### src/sle_pkg.sv
`timescale 1ns / 1ps

package sle_pkg;

    localparam int KEY_W = 32;

    localparam logic [1:0] CMD_INSERT = 2'd0;
    localparam logic [1:0] CMD_DELETE = 2'd1;
    localparam logic [1:0] CMD_SEARCH = 2'd2;

    localparam logic [1:0] STATUS_OK   = 2'd0;
    localparam logic [1:0] STATUS_MISS = 2'd1;
    localparam logic [1:0] STATUS_FULL = 2'd2;

    typedef struct packed {
        logic cmp_en;
        logic ins_en;
        logic del_en;
    } cell_ctrl_t;

endpackage

### src/sle_cell.sv
`timescale 1ns / 1ps

module sle_cell (
    input  logic                       aclk,
    input  logic                       aresetn,
    input  sle_pkg::cell_ctrl_t        ctrl,
    input  logic [sle_pkg::KEY_W-1:0]  key_in,
    input  logic [sle_pkg::KEY_W-1:0]  left_key,
    input  logic                       left_valid,
    input  logic                       left_lt,
    input  logic [sle_pkg::KEY_W-1:0]  right_key,
    input  logic                       right_valid,
    output logic [sle_pkg::KEY_W-1:0]  key_out,
    output logic                       valid_out,
    output logic                       lt_out,
    output logic                       eq_out
);

    logic [sle_pkg::KEY_W-1:0] key_reg;
    logic [sle_pkg::KEY_W-1:0] key_next;
    logic                      valid_reg;
    logic                      valid_next;
    logic                      lt_reg;
    logic                      lt_next;
    logic                      eq_reg;
    logic                      eq_next;

    always_comb begin
        lt_next    = valid_reg && ($signed(key_reg) < $signed(key_in));
        eq_next    = valid_reg && (key_reg == key_in);
        key_next   = key_reg;
        valid_next = valid_reg;
        if (ctrl.ins_en && !lt_reg) begin
            if (left_lt) begin
                key_next   = key_in;
                valid_next = 1'b1;
            end else begin
                key_next   = left_key;
                valid_next = left_valid;
            end
        end else if (ctrl.del_en && !lt_reg) begin
            key_next   = right_key;
            valid_next = right_valid;
        end
    end

    always_ff @(posedge aclk) begin
        if (!aresetn) begin
            valid_reg <= 1'b0;
            lt_reg    <= 1'b0;
            eq_reg    <= 1'b0;
        end else begin
            valid_reg <= valid_next;
            if (ctrl.cmp_en) begin
                lt_reg <= lt_next;
                eq_reg <= eq_next;
            end
        end
    end

    always_ff @(posedge aclk) begin
        key_reg <= key_next;
    end

    assign key_out   = key_reg;
    assign valid_out = valid_reg;
    assign lt_out    = lt_reg;
    assign eq_out    = eq_reg;

endmodule

### src/sorted_list_engine.sv
`timescale 1ns / 1ps
// A request word is accepted only in the idle state, so the next one waits until this
// one has applied. Every cell compares its key in the compare state and the row shifts
// its keys toward or away from the slot in the apply state, which registers the result.
// A waiting result word lets the next request in but holds its apply step until taken.
// Reset clears the entry count, the cell valid bits and the handshake state.

module sorted_list_engine #(
    parameter int CAPACITY = 16
) (
    input  logic        aclk,
    input  logic        aresetn,
    input  logic        s_valid,
    output logic        s_ready,
    input  logic [1:0]  s_cmd,
    input  logic signed [31:0] s_value,
    output logic        m_valid,
    input  logic        m_ready,
    output logic [1:0]  m_status,
    output logic [3:0]  m_position,
    output logic [4:0]  m_entry_count
);

    localparam int IW = (CAPACITY > 1) ? $clog2(CAPACITY) : 1;
    localparam int CW = $clog2(CAPACITY + 1);

    typedef enum logic [2:0] {
        ST_IDLE  = 3'b001,
        ST_CMP   = 3'b010,
        ST_APPLY = 3'b100
    } state_t;

    state_t                    state_reg;
    state_t                    state_next;
    logic [1:0]                cmd_reg;
    logic [sle_pkg::KEY_W-1:0] value_reg;
    logic [CW-1:0]             count_reg;
    logic [CW-1:0]             count_next;
    logic                      m_valid_reg;
    logic [1:0]                m_status_reg;
    logic [1:0]                m_status_next;
    logic [3:0]                m_position_reg;
    logic [3:0]                m_position_next;
    logic [4:0]                m_count_reg;

    sle_pkg::cell_ctrl_t       ctrl;

    logic [sle_pkg::KEY_W-1:0] key_vec   [CAPACITY];
    logic [sle_pkg::KEY_W-1:0] lkey_vec  [CAPACITY];
    logic [sle_pkg::KEY_W-1:0] rkey_vec  [CAPACITY];
    logic [CAPACITY-1:0]       valid_vec;
    logic [CAPACITY-1:0]       lvalid_vec;
    logic [CAPACITY-1:0]       rvalid_vec;
    logic [CAPACITY-1:0]       lt_vec;
    logic [CAPACITY-1:0]       llt_vec;
    logic [CAPACITY-1:0]       eq_vec;
    logic [CAPACITY-1:0]       leq_vec;
    logic [CAPACITY-1:0]       first_ge;
    logic [CAPACITY-1:0]       first_eq;

    logic                      fire;
    logic                      full;
    logic                      found;
    logic [IW-1:0]             ins_pos;
    logic [IW-1:0]             hit_pos;

    genvar g;
    generate
        for (g = 0; g < CAPACITY; g++) begin : g_cell
            if (g == 0) begin : g_first
                assign lkey_vec[g]   = value_reg;
                assign lvalid_vec[g] = 1'b1;
                assign llt_vec[g]    = 1'b1;
                assign leq_vec[g]    = 1'b0;
            end else begin : g_mid
                assign lkey_vec[g]   = key_vec[g-1];
                assign lvalid_vec[g] = valid_vec[g-1];
                assign llt_vec[g]    = lt_vec[g-1];
                assign leq_vec[g]    = eq_vec[g-1];
            end
            if (g == CAPACITY - 1) begin : g_last
                assign rkey_vec[g]   = value_reg;
                assign rvalid_vec[g] = 1'b0;
            end else begin : g_inner
                assign rkey_vec[g]   = key_vec[g+1];
                assign rvalid_vec[g] = valid_vec[g+1];
            end

            assign first_ge[g] = !lt_vec[g] && llt_vec[g];
            assign first_eq[g] = eq_vec[g] && !leq_vec[g];

            sle_cell u_cell (
                .aclk        (aclk),
                .aresetn     (aresetn),
                .ctrl        (ctrl),
                .key_in      (value_reg),
                .left_key    (lkey_vec[g]),
                .left_valid  (lvalid_vec[g]),
                .left_lt     (llt_vec[g]),
                .right_key   (rkey_vec[g]),
                .right_valid (rvalid_vec[g]),
                .key_out     (key_vec[g]),
                .valid_out   (valid_vec[g]),
                .lt_out      (lt_vec[g]),
                .eq_out      (eq_vec[g])
            );
        end
    endgenerate

    always_comb begin
        ins_pos = '0;
        hit_pos = '0;
        for (int i = 0; i < CAPACITY; i++) begin
            if (first_ge[i]) begin
                ins_pos = ins_pos | IW'(i);
            end
            if (first_eq[i]) begin
                hit_pos = hit_pos | IW'(i);
            end
        end
    end

    assign fire  = (state_reg == ST_APPLY) && (!m_valid_reg || m_ready);
    assign full  = (count_reg == CW'(CAPACITY));
    assign found = |eq_vec;

    always_comb begin
        ctrl.cmp_en     = (state_reg == ST_CMP);
        ctrl.ins_en     = 1'b0;
        ctrl.del_en     = 1'b0;
        count_next      = count_reg;
        m_status_next   = sle_pkg::STATUS_MISS;
        m_position_next = 4'd0;
        case (cmd_reg)
            sle_pkg::CMD_INSERT: begin
                if (full) begin
                    m_status_next = sle_pkg::STATUS_FULL;
                end else begin
                    m_status_next   = sle_pkg::STATUS_OK;
                    m_position_next = 4'(ins_pos);
                    count_next      = count_reg + CW'(1);
                    ctrl.ins_en     = fire;
                end
            end
            sle_pkg::CMD_DELETE: begin
                if (found) begin
                    m_status_next   = sle_pkg::STATUS_OK;
                    m_position_next = 4'(hit_pos);
                    count_next      = count_reg - CW'(1);
                    ctrl.del_en     = fire;
                end
            end
            sle_pkg::CMD_SEARCH: begin
                if (found) begin
                    m_status_next   = sle_pkg::STATUS_OK;
                    m_position_next = 4'(hit_pos);
                end
            end
            default: begin
                m_status_next = sle_pkg::STATUS_MISS;
            end
        endcase
    end

    always_comb begin
        state_next = state_reg;
        case (state_reg)
            ST_IDLE: begin
                if (s_valid) begin
                    state_next = ST_CMP;
                end
            end
            ST_CMP: begin
                state_next = ST_APPLY;
            end
            ST_APPLY: begin
                if (fire) begin
                    state_next = ST_IDLE;
                end
            end
            default: begin
                state_next = ST_IDLE;
            end
        endcase
    end

    always_ff @(posedge aclk) begin
        if (!aresetn) begin
            state_reg   <= ST_IDLE;
            count_reg   <= '0;
            m_valid_reg <= 1'b0;
        end else begin
            state_reg <= state_next;
            if (fire) begin
                count_reg   <= count_next;
                m_valid_reg <= 1'b1;
            end else if (m_ready) begin
                m_valid_reg <= 1'b0;
            end
        end
    end

    always_ff @(posedge aclk) begin
        if (s_valid && s_ready) begin
            cmd_reg   <= s_cmd;
            value_reg <= s_value;
        end
        if (fire) begin
            m_status_reg   <= m_status_next;
            m_position_reg <= m_position_next;
            m_count_reg    <= 5'(count_next);
        end
    end

    assign s_ready       = (state_reg == ST_IDLE);
    assign m_valid       = m_valid_reg;
    assign m_status      = m_status_reg;
    assign m_position    = m_position_reg;
    assign m_entry_count = m_count_reg;

endmodule

### config.mk
export PLATFORM = sky130hd
export DESIGN_NAME = sorted_list_engine
export DESIGN_NICKNAME = d
export VERILOG_FILES = /design/src/sle_pkg.sv /design/src/sle_cell.sv /design/src/sorted_list_engine.sv
export SDC_FILE = /design/constraint.sdc
export NUM_CORES = 2
export LEC_CHECK = 0
export BUFFER_PORTS_ARGS = -buffer_cell sky130_fd_sc_hd__buf_4
export CAP_MARGIN = 20
export CORE_MARGIN = 4
export CORE_UTILIZATION = 55
export DETAILED_ROUTE_END_ITERATION = 16
export PLACE_DENSITY = 0.75
export SLEW_MARGIN = 20
export SYNTH_ARGS = -nofsm -noshare
export SYNTH_HDL_FRONTEND = slang
export SYNTH_SLANG_ARGS = --single-unit
### constraint.sdc
create_clock -name aclk -period 8.25 [get_ports aclk]
set_clock_uncertainty 0.2 [all_clocks]
set_input_delay 0.4125 -clock aclk [delete_from_list [all_inputs] [get_ports aclk]]
set_output_delay 0.4125 -clock aclk [all_outputs]
set_load 0.005 [all_outputs]
==> results.toml <==
[pwr]
powerDensity_nw_per_um2 = 159
p_sw_share_pct = 23.6
pwr-share-seq_pct = 47.4
p_total_uw = 7120
p_switching_uw = 1680
pwr-share-comb_pct = 7.8
power.share.clock_pct = 44.8
cellLeakagePower_uw = 0.0171
peakVddDrop_uv = 157
p_int_uw = 5440

[finish]
nNetsFinal = 4558
fin_area_um2 = 44900
n_antenna_cell = 0
synthToLayoutAreaGrowth_pct = 10.1
drive_above_1_share_pct = 7.24
largest_reg_flops = 512
fill_cells = 5913

[sta]
period_share_pct = 46.5
hold_viol_final = 0
max-slew-margin-rel_pct = 24.5
slew_violations = 0
finalCriticalPeriod_ns = 3.84
fin_tns_setup_ns = 0
rsz0062_at_grt = "no"
worstMarginPinSlew_ns = 1.13
max_freq_mhz = 261
finalSetupViolCount = 0

[global_routing]
grt.overflow.total = 0
grt_max_degree = 68
grt_pass1_wl_um = 168000
antenna_found_initial = 0
first_global_vias = 31000
grt_use_total_pct = 26.7

[floorplan]
die_area_um2 = 78600
rows = 99
core_um2 = 73200
die_h_um = 280
io_pins = 51
die-width_um = 280
start_util_pct = 55.7

[synthesis]
netlist_instances = 3996
synth_xor_area_share_pct = 0.0644
synth_fa_ha_area_share_pct = 15.9
synth_edf_count = 557
ys_ff_latch = 614
synth.avg_cell_area_um2 = 10.2
yosys-top-cells-area = "edfxtp_1, ha_1, mux2i_1, o21ai_0, nand2_1"
syn_nets = 4551
synth-seq-area-share_pct = 43.8
synth_compound_area_share_pct = 13.7
synth_area_um2 = 40800
synthMuxAreaShare_pct = 11.9
synth_top_family_by_area = "adder cells"
synthSimpleGateAreaFrac_pct = 11.8
netlist.area_leader.share_pct = 41.0
synth_flop_cell = "edfxtp_1"
synth.most_common_cell = "nand2_1"
synth-async-reset-ratio_pct = 0
yosysWarningCount = 0
yosys.area.top_type = "edfxtp_1"
synth_common_cells = "nand2_1, o21ai_0, edfxtp_1"
yosys.cell_types.count = 69

[clock_tree]
cts-root-buf = "clkbuf_16"
cts.path.max_buffers = 3
post_cts_resized = 0
cts_tree = "done"
numCtsBuffers = 72
clk_pin_slew_ns = 0.06
cts.sinks = 614
clk_latency_ns = 0.62
htree_levels = 3
post_cts.repair.setup_buffers = 0

[placed_design]
dpl_cell_area_um2 = 42100
gp_congestion = 0.929
hpwl_um = 80600
io_buffers = 50

[detailed_routing]
drt_first_pass_iters = 6
route.vias.total = 31500
drt_iter0_markers = 2976
drc = 0
avgViaCountPerCell = 6.27
antenna_left = 0
routedWlPerCell_um = 21.2
finalWirelength_um = 106000

[worst_setup_path]
cp_max_fo = 17
arrival_ns = 4.15
crit_type = "reg -> reg"
required_ns = 8.56
worstSetupEndpointType = "flip-flop"
worstSetupStartpointType = "flip-flop"

[run_status]
status = "complete, no violations"

[min_path]
hold_path_class = "in -> reg"

[job]
maxCapViolCount = 0
-- final cells by class --
type / instances / area, µm² / area share, %
clock buffer: 107 / 2060 / 4.58
clock inverter: 23 / 253 / 0.563
inverter: 89 / 334 / 0.744
multi-input combinational: 3079 / 21900 / 48.8
sequential: 614 / 17900 / 39.9
tap: 959 / 1200 / 2.67
timing repair buffer: 147 / 1240 / 2.75
-- layout by cell type (no fill, tap or decap), types with 43 or more instances in the layout --
master       n
clkbuf_16   74
inv_1       89
nand4_1    103
mux2i_1    449
nand2_1    643
dfxtp_1     43
nand3_1     79
edfxtp_1   557
nor2_1      99
o21ai_0    559
ha_1       517
a21oi_1    250
buf_4      108
-- stage by stage --
step / instances / hold WS [ns] / setup slack (ns) / util (%)
floorplan: 3996 / 0.245 / 4.61 / -
global placement: 4849 / 0.265 / 4.43 / 57.5
detailed placement: 4849 / 0.285 / 4.37 / 57.5
CTS: 5016 / 0.00841 / 4.36 / 61.2
global route: 5018 / 0.0503 / 4.19 / 61.3
finish: 5018 / 0.0361 / 4.41 / 61.3
-- kinds of logic (layout without fill, tap and decap cells) --
kind of cell	count (synthesis)	after routing
fa+ha+maj	517	517
buf+inv	303	366
xor+xnor	3	3
mux	481	481
simple gates	1081	1081
compound gates	997	997
flops	614	614
-- repair_timing --
action	CTS	global route
endpoints found under the hold margin	40	0
endpoints found under the setup margin	0	0
hold buffers	37	0
-- layer usage --
layer,global-route usage (%),vias up,share of wire (%)
li1,-,15100,-
met1,37.8,15000,45
met2,42.1,1173,44
met3,4.21,215,7.3
met4,9.08,0,3.4
met5,0,-,0
-- worst max-delay path, stage by stage, from the launching register on --
cell and delay [ns]:
edfxtp_1 0.82, inv_1 0.62, ha_1 0.52, nand4_1 0.16, nor4_1 0.69, a22oi_1 0.20, o211ai_1 0.22, nor2_1 0.09
a21o_1 0.18
-- power groups by stage --
stage	Clock (µW)	Combinational, µW	Sequential, µW
CTS	3220	544	3380
finish	3190	554	3380
floorplan	0	326	3450
global route	3350	618	3380
global placement	0	502	3440
detailed placement	0	526	3440
-- final timing paths --
path                      startpoint                 endpoint  slack [ns]  depth (start not counted)
min reg2reg  g_cell[9].u_cell.eq_out  g_cell[9].u_cell.eq_out        0.30                          2
max                    value_reg[29]  g_cell[4].u_cell.lt_out        4.41                          8
min                          m_ready                  m_valid        0.04                          3
max reg2reg            value_reg[29]  g_cell[4].u_cell.lt_out        4.41                          8
No activity file was read; power rests on OpenSTA's default activity.
